[src/design/lsfe_pkg.sv]
// lsfe_pkg: shared types, constants and fade arithmetic for the led strip fade engine
// used by the front, back and top level; depends on nothing
package lsfe_pkg;

  // default sizes handed to the top level
  localparam int unsigned PIXEL_COUNT_DEF   = 42;
  localparam int unsigned SEGMENT_COUNT_DEF = 4;
  localparam int unsigned FADE_STEP_DEF     = 3;

  // fixed field widths
  localparam int unsigned POS_W     = 6;
  localparam int unsigned SEG_W     = 2;
  localparam int unsigned CHAN_W    = 8;
  localparam int unsigned GRB_W     = 24;
  localparam int unsigned KIND_W    = 3;
  localparam int unsigned REG_IDX_W = 4;

  // queue depths
  localparam int unsigned CMD_DEPTH = 2;
  localparam int unsigned RES_DEPTH = 4;

  // segment register map
  localparam int unsigned MAX_SEGMENTS = 4;
  localparam logic [REG_IDX_W-1:0] REG_SEG0_FIRST = 4'd0;
  localparam logic [REG_IDX_W-1:0] REG_SEG0_LAST  = 4'd1;
  localparam logic [REG_IDX_W-1:0] REG_SEG1_FIRST = 4'd2;
  localparam logic [REG_IDX_W-1:0] REG_SEG1_LAST  = 4'd3;
  localparam logic [REG_IDX_W-1:0] REG_SEG2_FIRST = 4'd4;
  localparam logic [REG_IDX_W-1:0] REG_SEG2_LAST  = 4'd5;
  localparam logic [REG_IDX_W-1:0] REG_SEG3_FIRST = 4'd6;
  localparam logic [REG_IDX_W-1:0] REG_SEG3_LAST  = 4'd7;

  // segment reset bounds that do not depend on the strip length
  localparam logic [POS_W-1:0] SEG0_FIRST_RST = 6'd0;
  localparam logic [POS_W-1:0] SEG1_FIRST_RST = 6'd0;
  localparam logic [POS_W-1:0] SEG1_LAST_RST  = 6'd5;
  localparam logic [POS_W-1:0] SEG2_FIRST_RST = 6'd6;
  localparam logic [POS_W-1:0] SEG2_LAST_RST  = 6'd15;
  localparam logic [POS_W-1:0] SEG3_FIRST_RST = 6'd16;

  typedef enum logic [KIND_W-1:0] {
    KIND_SET_PIXEL    = 3'd0,
    KIND_SET_TARGET   = 3'd1,
    KIND_FILL_SEGMENT = 3'd2,
    KIND_DRAW         = 3'd3,
    KIND_CLEAR        = 3'd4
  } lsfe_kind_e;

  typedef enum logic [1:0] {
    ST_IDLE,
    ST_FILL,
    ST_SWEEP
  } lsfe_state_e;

  // host request as it arrives
  typedef struct packed {
    logic [KIND_W-1:0] kind;
    logic [POS_W-1:0]  pixel_position;
    logic [SEG_W-1:0]  segment_number;
    logic [CHAN_W-1:0] red_level;
    logic [CHAN_W-1:0] green_level;
    logic [CHAN_W-1:0] blue_level;
  } lsfe_cmd_t;

  // one emitted pixel
  typedef struct packed {
    logic [GRB_W-1:0] pixel_grb;
    logic [POS_W-1:0] pixel_slot;
    logic             frame_end;
    logic             fade_pending;
  } lsfe_res_t;

  // classified operation; for pixel writes and fills first..last is an in-range, non-empty pixel span
  typedef struct packed {
    lsfe_kind_e       kind;
    logic [POS_W-1:0] first;
    logic [POS_W-1:0] last;
    logic [GRB_W-1:0] grb;
  } lsfe_op_t;

  // move one channel toward its target by at most step
  function automatic logic [CHAN_W-1:0] lsfe_approach(input logic [CHAN_W-1:0] cur,
                                                       input logic [CHAN_W-1:0] dst,
                                                       input logic [CHAN_W-1:0] step);
    logic [CHAN_W-1:0] gap;
    logic [CHAN_W-1:0] move;
    gap  = (dst > cur) ? (dst - cur) : (cur - dst);
    move = (gap > step) ? step : gap;
    return (dst > cur) ? (cur + move) : (cur - move);
  endfunction

  function automatic logic [GRB_W-1:0] lsfe_fade(input logic [GRB_W-1:0]  cur,
                                                  input logic [GRB_W-1:0]  dst,
                                                  input logic [CHAN_W-1:0] step);
    return {lsfe_approach(cur[23:16], dst[23:16], step),
            lsfe_approach(cur[15:8],  dst[15:8],  step),
            lsfe_approach(cur[7:0],   dst[7:0],   step)};
  endfunction

endpackage

[src/design/lsfe_fifo.sv]
// lsfe_fifo: small register queue with count, used for operations and for results
// standalone, payload type given by parameter
module lsfe_fifo #(
  parameter type         T     = logic,
  parameter int unsigned DEPTH = 2
) (
  input  logic                         clk_i,
  input  logic                         rst_ni,
  input  logic                         push_i,
  input  T                             data_i,
  input  logic                         pop_i,
  output T                             data_o,
  output logic                         full_o,
  output logic                         empty_o,
  output logic [$clog2(DEPTH+1)-1:0]   count_o
);

  localparam int unsigned PtrW = (DEPTH > 1) ? $clog2(DEPTH) : 1;
  localparam int unsigned CntW = $clog2(DEPTH + 1);

  T                store_q [DEPTH];
  logic [PtrW-1:0] wr_ptr_q, wr_ptr_d;
  logic [PtrW-1:0] rd_ptr_q, rd_ptr_d;
  logic [CntW-1:0] count_q, count_d;
  logic            do_push, do_pop;

  assign full_o  = (count_q == CntW'(DEPTH));
  assign empty_o = (count_q == '0);
  assign count_o = count_q;
  assign data_o  = store_q[rd_ptr_q];

  assign do_push = push_i && !full_o;
  assign do_pop  = pop_i && !empty_o;

  always_comb begin
    wr_ptr_d = wr_ptr_q;
    rd_ptr_d = rd_ptr_q;
    count_d  = count_q;
    if (do_push) begin
      wr_ptr_d = (wr_ptr_q == PtrW'(DEPTH - 1)) ? '0 : wr_ptr_q + 1'b1;
    end
    if (do_pop) begin
      rd_ptr_d = (rd_ptr_q == PtrW'(DEPTH - 1)) ? '0 : rd_ptr_q + 1'b1;
    end
    if (do_push && !do_pop) begin
      count_d = count_q + 1'b1;
    end else if (do_pop && !do_push) begin
      count_d = count_q - 1'b1;
    end
  end

  always_ff @(posedge clk_i or negedge rst_ni) begin
    if (!rst_ni) begin
      wr_ptr_q <= '0;
      rd_ptr_q <= '0;
      count_q  <= '0;
    end else begin
      wr_ptr_q <= wr_ptr_d;
      rd_ptr_q <= rd_ptr_d;
      count_q  <= count_d;
    end
  end

  always_ff @(posedge clk_i) begin
    if (do_push) begin
      store_q[wr_ptr_q] <= data_i;
    end
  end

endmodule

[src/design/lsfe_front.sv]
// lsfe_front: segment registers and request classification
// depends on lsfe_pkg; feeds the operation queue
module lsfe_front
  import lsfe_pkg::*;
#(
  parameter int unsigned PIXEL_COUNT   = PIXEL_COUNT_DEF,
  parameter int unsigned SEGMENT_COUNT = SEGMENT_COUNT_DEF
) (
  input  logic                 clk_i,
  input  logic                 rst_ni,
  input  logic                 accept_i,
  input  lsfe_cmd_t            cmd_i,
  output logic                 op_push_o,
  output lsfe_op_t             op_o,
  input  logic                 cfg_valid_i,
  output logic                 cfg_ready_o,
  input  logic [REG_IDX_W-1:0] cfg_index_i,
  input  logic [POS_W-1:0]     cfg_data_i
);

  localparam logic [POS_W-1:0] LastPos = POS_W'(PIXEL_COUNT - 1);
  localparam logic [POS_W:0]   Count   = (POS_W + 1)'(PIXEL_COUNT);
  localparam logic [SEG_W:0]   SegCnt  = (SEG_W + 1)'(SEGMENT_COUNT);

  logic [POS_W-1:0] seg_first_q [MAX_SEGMENTS];
  logic [POS_W-1:0] seg_last_q  [MAX_SEGMENTS];
  logic [POS_W-1:0] sel_first, sel_last, stop;
  logic             keep;

  assign cfg_ready_o = 1'b1;

  always_ff @(posedge clk_i or negedge rst_ni) begin
    if (!rst_ni) begin
      seg_first_q[0] <= SEG0_FIRST_RST;
      seg_last_q[0]  <= LastPos;
      seg_first_q[1] <= SEG1_FIRST_RST;
      seg_last_q[1]  <= SEG1_LAST_RST;
      seg_first_q[2] <= SEG2_FIRST_RST;
      seg_last_q[2]  <= SEG2_LAST_RST;
      seg_first_q[3] <= SEG3_FIRST_RST;
      seg_last_q[3]  <= LastPos;
    end else if (cfg_valid_i && cfg_ready_o) begin
      case (cfg_index_i)
        REG_SEG0_FIRST: seg_first_q[0] <= cfg_data_i;
        REG_SEG0_LAST:  seg_last_q[0]  <= cfg_data_i;
        REG_SEG1_FIRST: seg_first_q[1] <= cfg_data_i;
        REG_SEG1_LAST:  seg_last_q[1]  <= cfg_data_i;
        REG_SEG2_FIRST: seg_first_q[2] <= cfg_data_i;
        REG_SEG2_LAST:  seg_last_q[2]  <= cfg_data_i;
        REG_SEG3_FIRST: seg_first_q[3] <= cfg_data_i;
        REG_SEG3_LAST:  seg_last_q[3]  <= cfg_data_i;
        default: ;
      endcase
    end
  end

  assign sel_first = seg_first_q[cmd_i.segment_number];
  assign sel_last  = seg_last_q[cmd_i.segment_number];
  // clip the segment to the strip
  assign stop      = ({1'b0, sel_last} >= Count) ? LastPos : sel_last;

  always_comb begin
    op_o.kind  = lsfe_kind_e'(cmd_i.kind);
    op_o.first = cmd_i.pixel_position;
    op_o.last  = cmd_i.pixel_position;
    op_o.grb   = {cmd_i.green_level, cmd_i.red_level, cmd_i.blue_level};
    keep       = 1'b0;
    case (cmd_i.kind)
      KIND_SET_PIXEL, KIND_SET_TARGET: begin
        keep = ({1'b0, cmd_i.pixel_position} < Count);
      end
      KIND_FILL_SEGMENT: begin
        op_o.first = sel_first;
        op_o.last  = stop;
        keep       = ({1'b0, cmd_i.segment_number} < SegCnt) &&
                     ({1'b0, sel_first} < Count) && (sel_first <= stop);
      end
      KIND_DRAW, KIND_CLEAR: begin
        keep = 1'b1;
      end
      default: keep = 1'b0;
    endcase
  end

  // dropped requests are accepted but never queued
  assign op_push_o = accept_i && keep;

endmodule

[src/design/lsfe_back.sv]
// lsfe_back: colour memories, write/fill sequencer and draw/clear sweep with fade writeback
// depends on lsfe_pkg; drains the operation queue, fills the result queue
module lsfe_back
  import lsfe_pkg::*;
#(
  parameter int unsigned PIXEL_COUNT = PIXEL_COUNT_DEF,
  parameter int unsigned FADE_STEP   = FADE_STEP_DEF
) (
  input  logic                             clk_i,
  input  logic                             rst_ni,
  input  logic                             op_valid_i,
  input  lsfe_op_t                         op_i,
  output logic                             op_pop_o,
  input  logic [$clog2(RES_DEPTH+1)-1:0]   res_count_i,
  output logic                             res_push_o,
  output lsfe_res_t                        res_o
);

  localparam int unsigned      AddrW   = (PIXEL_COUNT > 1) ? $clog2(PIXEL_COUNT) : 1;
  localparam int unsigned      CntW    = $clog2(RES_DEPTH + 1);
  localparam logic [POS_W-1:0] LastPos = POS_W'(PIXEL_COUNT - 1);
  localparam logic [CHAN_W-1:0] Step   = CHAN_W'(FADE_STEP);

  logic [GRB_W-1:0]       cur_mem [PIXEL_COUNT];
  logic [GRB_W-1:0]       tgt_mem [PIXEL_COUNT];
  logic [PIXEL_COUNT-1:0] cur_vld_q, tgt_vld_q;

  lsfe_state_e      state_q, state_d;
  logic [POS_W-1:0] cnt_q, cnt_d;
  logic [POS_W-1:0] last_q, last_d;
  logic [GRB_W-1:0] grb_q, grb_d;
  lsfe_kind_e       sweep_kind_q, sweep_kind_d;
  logic             changed_q, changed_d;

  logic             s2_valid_q, s2_valid_d;
  logic [POS_W-1:0] s2_slot_q, s2_slot_d;
  logic             s2_last_q, s2_last_d;
  lsfe_kind_e       s2_kind_q, s2_kind_d;
  logic [GRB_W-1:0] cur_rd_q, tgt_rd_q;

  logic             rd_en;
  logic [AddrW-1:0] rd_addr;
  logic             cur_we, tgt_we;
  logic [AddrW-1:0] cur_waddr, tgt_waddr;
  logic [GRB_W-1:0] cur_wdata, tgt_wdata;
  logic [GRB_W-1:0] faded;
  logic             differs;
  logic             room;

  assign faded   = lsfe_fade(cur_rd_q, tgt_rd_q, Step);
  assign differs = (cur_rd_q != tgt_rd_q);
  // one slot for the pixel in flight, one for the pixel issued now
  assign room    = ((CntW + 1)'(res_count_i) + (CntW + 1)'(s2_valid_q)) <
                   (CntW + 1)'(RES_DEPTH);
  assign rd_addr = cnt_q[AddrW-1:0];

  always_comb begin
    state_d      = state_q;
    cnt_d        = cnt_q;
    last_d       = last_q;
    grb_d        = grb_q;
    sweep_kind_d = sweep_kind_q;
    changed_d    = changed_q;
    s2_valid_d   = 1'b0;
    s2_slot_d    = s2_slot_q;
    s2_last_d    = s2_last_q;
    s2_kind_d    = s2_kind_q;
    op_pop_o     = 1'b0;
    rd_en        = 1'b0;
    cur_we       = 1'b0;
    tgt_we       = 1'b0;
    cur_waddr    = s2_slot_q[AddrW-1:0];
    tgt_waddr    = s2_slot_q[AddrW-1:0];
    cur_wdata    = '0;
    tgt_wdata    = '0;

    // pixel read last cycle: emit it and write back
    res_push_o         = s2_valid_q;
    res_o.pixel_slot   = s2_slot_q;
    res_o.frame_end    = s2_last_q;
    res_o.pixel_grb    = cur_rd_q;
    res_o.fade_pending = 1'b0;
    if (s2_valid_q) begin
      if (s2_kind_q == KIND_CLEAR) begin
        res_o.pixel_grb = '0;
        cur_we          = 1'b1;
        tgt_we          = 1'b1;
      end else begin
        res_o.fade_pending = s2_last_q && (changed_q || differs);
        cur_we             = differs;
        cur_wdata          = faded;
        changed_d          = changed_q || differs;
      end
    end

    case (state_q)
      ST_IDLE: begin
        // wait for the sweep writeback so the write ports are free
        if (op_valid_i && !s2_valid_q) begin
          op_pop_o = 1'b1;
          case (op_i.kind)
            KIND_SET_PIXEL: begin
              cur_we    = 1'b1;
              tgt_we    = 1'b1;
              cur_waddr = op_i.first[AddrW-1:0];
              tgt_waddr = op_i.first[AddrW-1:0];
              cur_wdata = op_i.grb;
              tgt_wdata = op_i.grb;
            end
            KIND_SET_TARGET: begin
              tgt_we    = 1'b1;
              tgt_waddr = op_i.first[AddrW-1:0];
              tgt_wdata = op_i.grb;
            end
            KIND_FILL_SEGMENT: begin
              state_d = ST_FILL;
              cnt_d   = op_i.first;
              last_d  = op_i.last;
              grb_d   = op_i.grb;
            end
            KIND_DRAW, KIND_CLEAR: begin
              state_d      = ST_SWEEP;
              cnt_d        = '0;
              sweep_kind_d = op_i.kind;
              changed_d    = 1'b0;
            end
            default: ;
          endcase
        end
      end
      ST_FILL: begin
        tgt_we    = 1'b1;
        tgt_waddr = cnt_q[AddrW-1:0];
        tgt_wdata = grb_q;
        if (cnt_q == last_q) begin
          state_d = ST_IDLE;
        end else begin
          cnt_d = cnt_q + 1'b1;
        end
      end
      ST_SWEEP: begin
        if (room) begin
          rd_en      = 1'b1;
          s2_valid_d = 1'b1;
          s2_slot_d  = cnt_q;
          s2_last_d  = (cnt_q == LastPos);
          s2_kind_d  = sweep_kind_q;
          if (cnt_q == LastPos) begin
            state_d = ST_IDLE;
          end else begin
            cnt_d = cnt_q + 1'b1;
          end
        end
      end
      default: state_d = ST_IDLE;
    endcase
  end

  always_ff @(posedge clk_i or negedge rst_ni) begin
    if (!rst_ni) begin
      state_q    <= ST_IDLE;
      s2_valid_q <= 1'b0;
      changed_q  <= 1'b0;
      cur_vld_q  <= '0;
      tgt_vld_q  <= '0;
    end else begin
      state_q    <= state_d;
      s2_valid_q <= s2_valid_d;
      changed_q  <= changed_d;
      if (cur_we) begin
        cur_vld_q[cur_waddr] <= 1'b1;
      end
      if (tgt_we) begin
        tgt_vld_q[tgt_waddr] <= 1'b1;
      end
    end
  end

  always_ff @(posedge clk_i) begin
    cnt_q        <= cnt_d;
    last_q       <= last_d;
    grb_q        <= grb_d;
    sweep_kind_q <= sweep_kind_d;
    s2_slot_q    <= s2_slot_d;
    s2_last_q    <= s2_last_d;
    s2_kind_q    <= s2_kind_d;
  end

  // colour memories: one write and one registered read each
  always_ff @(posedge clk_i) begin
    if (cur_we) begin
      cur_mem[cur_waddr] <= cur_wdata;
    end
    if (tgt_we) begin
      tgt_mem[tgt_waddr] <= tgt_wdata;
    end
    if (rd_en) begin
      cur_rd_q <= cur_vld_q[rd_addr] ? cur_mem[rd_addr] : '0;
      tgt_rd_q <= tgt_vld_q[rd_addr] ? tgt_mem[rd_addr] : '0;
    end
  end

endmodule

[src/design/led_strip_fade_engine_unit.sv]
// led_strip_fade_engine_unit: top level of the led strip fade engine
// depends on lsfe_pkg, lsfe_fifo, lsfe_front and lsfe_back
//
//   channel  | direction | handshake                 | payload
//   ---------+-----------+---------------------------+------------------------------
//   request  | in        | push / full               | cmd_i  (lsfe_cmd_t)
//   result   | out       | empty / pop               | res_o  (lsfe_res_t)
//   config   | in        | cfg_valid_i / cfg_ready_o | cfg_index_i, cfg_data_i
//
// draw and clear read one pixel a cycle while the result queue has room, through
// the single read port of each colour memory, then emit and write back each pixel
// set pixel and set target write when popped; fill writes its span pixel by pixel
// reset clears the colours through per-entry valid bits at once; no clearing pass
// a full result queue stalls the sweep; requests keep queueing until the
// operation queue is full
module led_strip_fade_engine_unit
  import lsfe_pkg::*;
#(
  parameter int unsigned PIXEL_COUNT   = PIXEL_COUNT_DEF,
  parameter int unsigned SEGMENT_COUNT = SEGMENT_COUNT_DEF,
  parameter int unsigned FADE_STEP     = FADE_STEP_DEF
) (
  input  logic                 clk_i,
  input  logic                 rst_ni,
  // request side
  input  logic                 push,
  input  lsfe_cmd_t            cmd_i,
  output logic                 full,
  // result side
  output logic                 empty,
  input  logic                 pop,
  output lsfe_res_t            res_o,
  // segment registers
  input  logic                 cfg_valid_i,
  output logic                 cfg_ready_o,
  input  logic [REG_IDX_W-1:0] cfg_index_i,
  input  logic [POS_W-1:0]     cfg_data_i
);

  localparam int unsigned ResCntW = $clog2(RES_DEPTH + 1);

  // front to operation queue
  logic      op_push;
  lsfe_op_t  op_in;
  // operation queue to back
  lsfe_op_t  op_out;
  logic      op_empty;
  logic      op_pop;
  // back to result queue
  logic               res_push;
  lsfe_res_t          res_in;
  logic               res_full;
  logic [ResCntW-1:0] res_count;

  // request accepted: classified, and queued unless it does nothing
  lsfe_front #(
    .PIXEL_COUNT   (PIXEL_COUNT),
    .SEGMENT_COUNT (SEGMENT_COUNT)
  ) u_front (
    .clk_i       (clk_i),
    .rst_ni      (rst_ni),
    .accept_i    (push && !full),
    .cmd_i       (cmd_i),
    .op_push_o   (op_push),
    .op_o        (op_in),
    .cfg_valid_i (cfg_valid_i),
    .cfg_ready_o (cfg_ready_o),
    .cfg_index_i (cfg_index_i),
    .cfg_data_i  (cfg_data_i)
  );

  // short queue decoupling the front from the sequencer
  lsfe_fifo #(
    .T     (lsfe_op_t),
    .DEPTH (CMD_DEPTH)
  ) u_op_queue (
    .clk_i   (clk_i),
    .rst_ni  (rst_ni),
    .push_i  (op_push),
    .data_i  (op_in),
    .pop_i   (op_pop),
    .data_o  (op_out),
    .full_o  (full),
    .empty_o (op_empty),
    .count_o ()
  );

  // memories, fill sequencer and draw/clear sweep
  lsfe_back #(
    .PIXEL_COUNT (PIXEL_COUNT),
    .FADE_STEP   (FADE_STEP)
  ) u_back (
    .clk_i       (clk_i),
    .rst_ni      (rst_ni),
    .op_valid_i  (!op_empty),
    .op_i        (op_out),
    .op_pop_o    (op_pop),
    .res_count_i (res_count),
    .res_push_o  (res_push),
    .res_o       (res_in)
  );

  // result queue; the sweep only issues a pixel when a slot is reserved
  lsfe_fifo #(
    .T     (lsfe_res_t),
    .DEPTH (RES_DEPTH)
  ) u_res_queue (
    .clk_i   (clk_i),
    .rst_ni  (rst_ni),
    .push_i  (res_push),
    .data_i  (res_in),
    .pop_i   (pop),
    .data_o  (res_o),
    .full_o  (res_full),
    .empty_o (empty),
    .count_o (res_count)
  );

  // the sweep never pushes into a full result queue
  assert property (@(posedge clk_i) disable iff (!rst_ni) res_push |-> !res_full)
    else $error("result pushed while result queue full");

  // the back only takes an operation that is queued
  assert property (@(posedge clk_i) disable iff (!rst_ni) op_pop |-> !op_empty)
    else $error("operation popped from empty queue");

  // frame end sits on the last strip position only
  assert property (@(posedge clk_i) disable iff (!rst_ni)
                   (!empty && res_o.frame_end) |-> (res_o.pixel_slot == POS_W'(PIXEL_COUNT - 1)))
    else $error("frame end on wrong pixel");

  // fade flag only on the last pixel of a frame
  assert property (@(posedge clk_i) disable iff (!rst_ni)
                   (res_push && res_in.fade_pending) |-> res_in.frame_end)
    else $error("fade pending before frame end");

endmodule

[config.mk]
export PLATFORM = sky130hd
export DESIGN_NAME = led_strip_fade_engine_unit
export DESIGN_NICKNAME = d
export VERILOG_FILES = /design/src/design/lsfe_pkg.sv /design/src/design/lsfe_fifo.sv /design/src/design/lsfe_front.sv /design/src/design/lsfe_back.sv /design/src/design/led_strip_fade_engine_unit.sv
export SDC_FILE = /design/constraint.sdc
export NUM_CORES = 2
export LEC_CHECK = 0
export BUFFER_PORTS_ARGS = -buffer_cell sky130_fd_sc_hd__buf_4
export CAP_MARGIN = 20
export CORE_MARGIN = 1
export CORE_UTILIZATION = 45
export CTS_CLUSTER_SIZE = 28
export DETAILED_ROUTE_END_ITERATION = 8
export SYNTH_ARGS = -nofsm -noshare
export SYNTH_HDL_FRONTEND = slang
export SYNTH_SLANG_ARGS = --single-unit
[constraint.sdc]
create_clock -name clk_i -period 18.8 [get_ports clk_i]
set_clock_uncertainty 0.1 [all_clocks]
set_input_delay 4.7 -clock clk_i [delete_from_list [all_inputs] [get_ports clk_i]]
set_output_delay 4.7 -clock clk_i [all_outputs]
set_load 0.03 [all_outputs]
==> results.ini <==
[outcome]
status=finished, final reports clean

[drt]
ant_nets=0
vias=49300
drc=0
wl_per_cell_um=29.2
drt_iter0_drc=5199
vias_per_cell=5.88
dr.pass1.iters=5
postRouteWirelength_mm=245

[placement]
dpl.hpwl_mm=141
portBuffers=83
placedCellCount=7898
routabilityCongestion=0.851
place_area_um2=104000
post-place-ws_ns=9.94

[synthesis]
synthArstFlopShare_pct=5.96
synthCells=5048
synth_ff_type=edfxtp_1
synth-edff-count=2319
synth.area.top_cells=edfxtp_1 (71%), mux4_2 (12%), dfrtp_1 (3.3%), mux2i_1 (2.8%), ha_1 (1.1%)
syn_nets=5196
synth_top_area_share_pct=70.6
yosysMostFrequentCell=edfxtp_1
synth_cell_types=67
avgSynthCellArea_um2=19.5
synth-seq-cells=2466
synth.top_cells.by_count=edfxtp_1 (2319), mux4_2 (538), mux2i_1 (278)
seq_area_frac_synth_pct=74.3
syn_area_um2=98700
yosys_warnings=0
synth_top_cell_by_area=edfxtp_1

[pwr]
ir_worst_vdd_uv=106
leakage_uw=0.0371
p_per_area_nw_per_um2=153

[worst_setup_path]
slowest_delay_ns=0.58
regToRegSetupSlack_ns=12.77
path_buf_inv=2
required_ns=19.24
cp-start-kind=input port
path_cells=buf_4 > mux4_2 > o21a_1 > nor2_1 > o21ai_0 > ha_1 > nor2b_1 > o21a_1 > o21a_1 > o21ai_0 > nand2b_1 > a21oi_1 > o21ai_0 > a31oi_1 > and2_2 > buf_4
critical_path_class=in2reg
slowest_stage=mux4_2
cp_max_fo=39
critPathTopFamily=compound AO/OA/AOI/OAI gates
cp.arrival_ns=8.39
crit_path_end_kind=flop

[grt]
grtUsageTotal_pct=22.0
grt_max_degree=105
overflow=0
grt_pass1_wl_mm=353
grt_antenna_before_repair=11
grt_pass1_vias=50200

[min_path]
hold_class=reg2reg

[clock_network]
clock-sinks=2466
cts_root_buf=clkbuf_16
numCtsBuffers=276
clock_latency_ns=0.92
tritoncts=yes
cts_resized=0
cts_buffer_depth=4
ctsHoldBuffers=0
h-tree-depth=5
path_clk_slew_ns=0.06
cts_setup_buffers=0

[run]
cap_violations=0

[die]
core-area_um2=218000
die_x_um=470
dieHeight_um=470
ioPinCount=85
rows=171
die_area_um2=221000
start_util_pct=45.4

[layout]
fill_cells=17100
drive_above_1_share_pct=26.7
finalInstanceArea_um2=113000
stdcell_count=8388
finalNetCount=5487
syn2layout_area_growth_pct=14.4

[timing]
tns_ns=0
fin_ws_ns=10.85
min_period_ns=7.95
relSlewSlack_pct=18.1
hold_violations=0
worst_pin_slew_ns=1.20
fin_crit_sh_pct=42.3
setup_viol=0
rsz0062_at_grt=no
max_freq_ghz=0.126
drv_slew=0

cell type report:
cell class                      count  area, um^2  area share, %
Sequential cell                  2466       73300           65.0
Multi-Input combinational cell   2225       24700           21.9
Clock buffer                      367        7560           6.70
Tap cell                         2854        3570           3.16
Timing Repair Buffer              262        2520           2.23
Clock inverter                    103         782          0.693
Inverter                          108         405          0.359
Antenna cell                        3        7.51        0.00665
per-layer routing:
layer  vias to the layer above  wire [um]  global-route usage (%)
met4                         0       6230                    6.11
met5                         -          0                       0
met2                      1695     116000                    34.9
met3                       355      15900                    3.35
met1                     26300     106000                    31.9
li1                      21000          -                       -
worst register-to-register path, stage by stage (launching register included):
cell and delay, ns:
edfxtp_1 0.54, inv_1 0.21, fa_1 0.47, a21o_1 0.20, a21o_1 0.20, nor3_1 0.18
a21oi_1 0.10, or4b_2 0.65, o21ai_0 0.30, and3_1 0.21, ha_1 0.22, o22ai_1 0.24
ha_1 0.28, a21o_1 0.16, a21o_1 0.20, a21o_1 0.18, a21o_1 0.19, a31oi_1 0.21
xnor2_1 0.16, xnor2_1 0.11, o21ai_2 0.13, buf_4 0.43
cells in the final DEF, fill, tap and decap left out, types with 38 or more instances in the layout:
cell type | netlist | final
clkinv_2 | 0 | 38
inv_1 | 108 | 108
clkbuf_16 | 0 | 285
clkinv_1 | 0 | 44
buf_4 | 23 | 225
nor2_1 | 254 | 172
o21ai_0 | 105 | 82
edfxtp_1 | 2319 | 2319
nor2_4 | 0 | 55
a211oi_1 | 64 | 64
a21oi_1 | 165 | 165
ha_1 | 88 | 88
nand2_1 | 120 | 117
mux2i_1 | 278 | 278
dfrtp_1 | 132 | 130
clkbuf_1 | 137 | 70
nor2b_1 | 63 | 60
mux4_2 | 538 | 538
nor3_1 | 40 | 39
or2_2 | 91 | 91
o22ai_1 | 68 | 46
mux2_2 | 66 | 66
per-stage QoR:
stage | total power [uW] | hold WS, ns | util [%]
6_report | 17300 | 0.317 | 51.9
3_5_place_dp | 12400 | 0.305 | 47.9
3_3_place_gp | 12400 | 0.305 | 47.7
5_1_grt | 18000 | 0.326 | 51.9
4_1_cts | 17500 | 0.318 | 51.7
2_1_floorplan | 10500 | 0.300 | -
report_power, final:
| part | switching, uW | internal, uW | leakage, uW |
|---|---|---|---|
| logic | 3370 | 1990 | 0.0105 |
| clock network | 2080 | 2960 | 0.00408 |
| registers | 143 | 6780 | 0.0225 |
cell families after synthesis:
family / after synthesis / share of synthesized area [%]
buffers and inverters: 357 / 1.54
flip-flops: 2466 / 74.3
AO/OA/AOI/OAI: 518 / 3.22
adder cells (fa/ha/maj): 98 / 1.32
multiplexers: 882 / 15.9
other: 1 / 0.00380
XOR/XNOR: 53 / 0.470
AND/OR/NAND/NOR: 673 / 3.28
registers in the layout (all words and copies together) (netlist names), 2 cells and up:
| name | count |
|---|---|
| u_back.last_q | 6 |
| u_back.s2_slot_q | 6 |
| u_res_queue.rd_ptr_q | 2 |
| u_back.grb_q | 24 |
| u_back.state_q | 2 |
| u_back.cur_vld_q | 42 |
| u_res_queue.count_o | 3 |
| u_front.seg_first_q | 24 |
| u_op_queue.count_o | 2 |
| u_front.seg_last_q | 24 |
| u_back.tgt_rd_q | 24 |
| u_op_queue.store_q | 78 |
| u_back.tgt_mem | 1008 |
| u_res_queue.store_q | 128 |
| u_back.cur_rd_q | 24 |
| u_back.sweep_kind_q | 3 |
| u_back.cnt_q | 6 |
| u_back.cur_mem | 1008 |
| u_back.s2_kind_q | 3 |
| u_res_queue.wr_ptr_q | 2 |
| u_back.tgt_vld_q | 42 |
worst paths after layout:
check | startpoint | to | depth (start not counted)
min reg2reg | u_back.sweep_kind_q[0]$_DFFE_PP_ | u_back.s2_kind_q[0]$_DFFE_PP_ | 0
min in group asynchronous | rst_ni | u_op_queue.wr_ptr_q$_DFFE_PN0P_ | 1
max | cmd_i[24] | u_op_queue.store_q[1][6]$_DFFE_PP_ | 16
max reg2reg | u_back.cur_rd_q[9]$_SDFFCE_PN0P_ | u_back.cur_mem[17][15]$_DFFE_PP_ | 21
min | u_back.sweep_kind_q[0]$_DFFE_PP_ | u_back.s2_kind_q[0]$_DFFE_PP_ | 0
max in group asynchronous | rst_ni | u_back.cur_vld_q[7]$_DFFE_PN0N_ | 2
No activity file was read; power rests on OpenSTA's default activity.
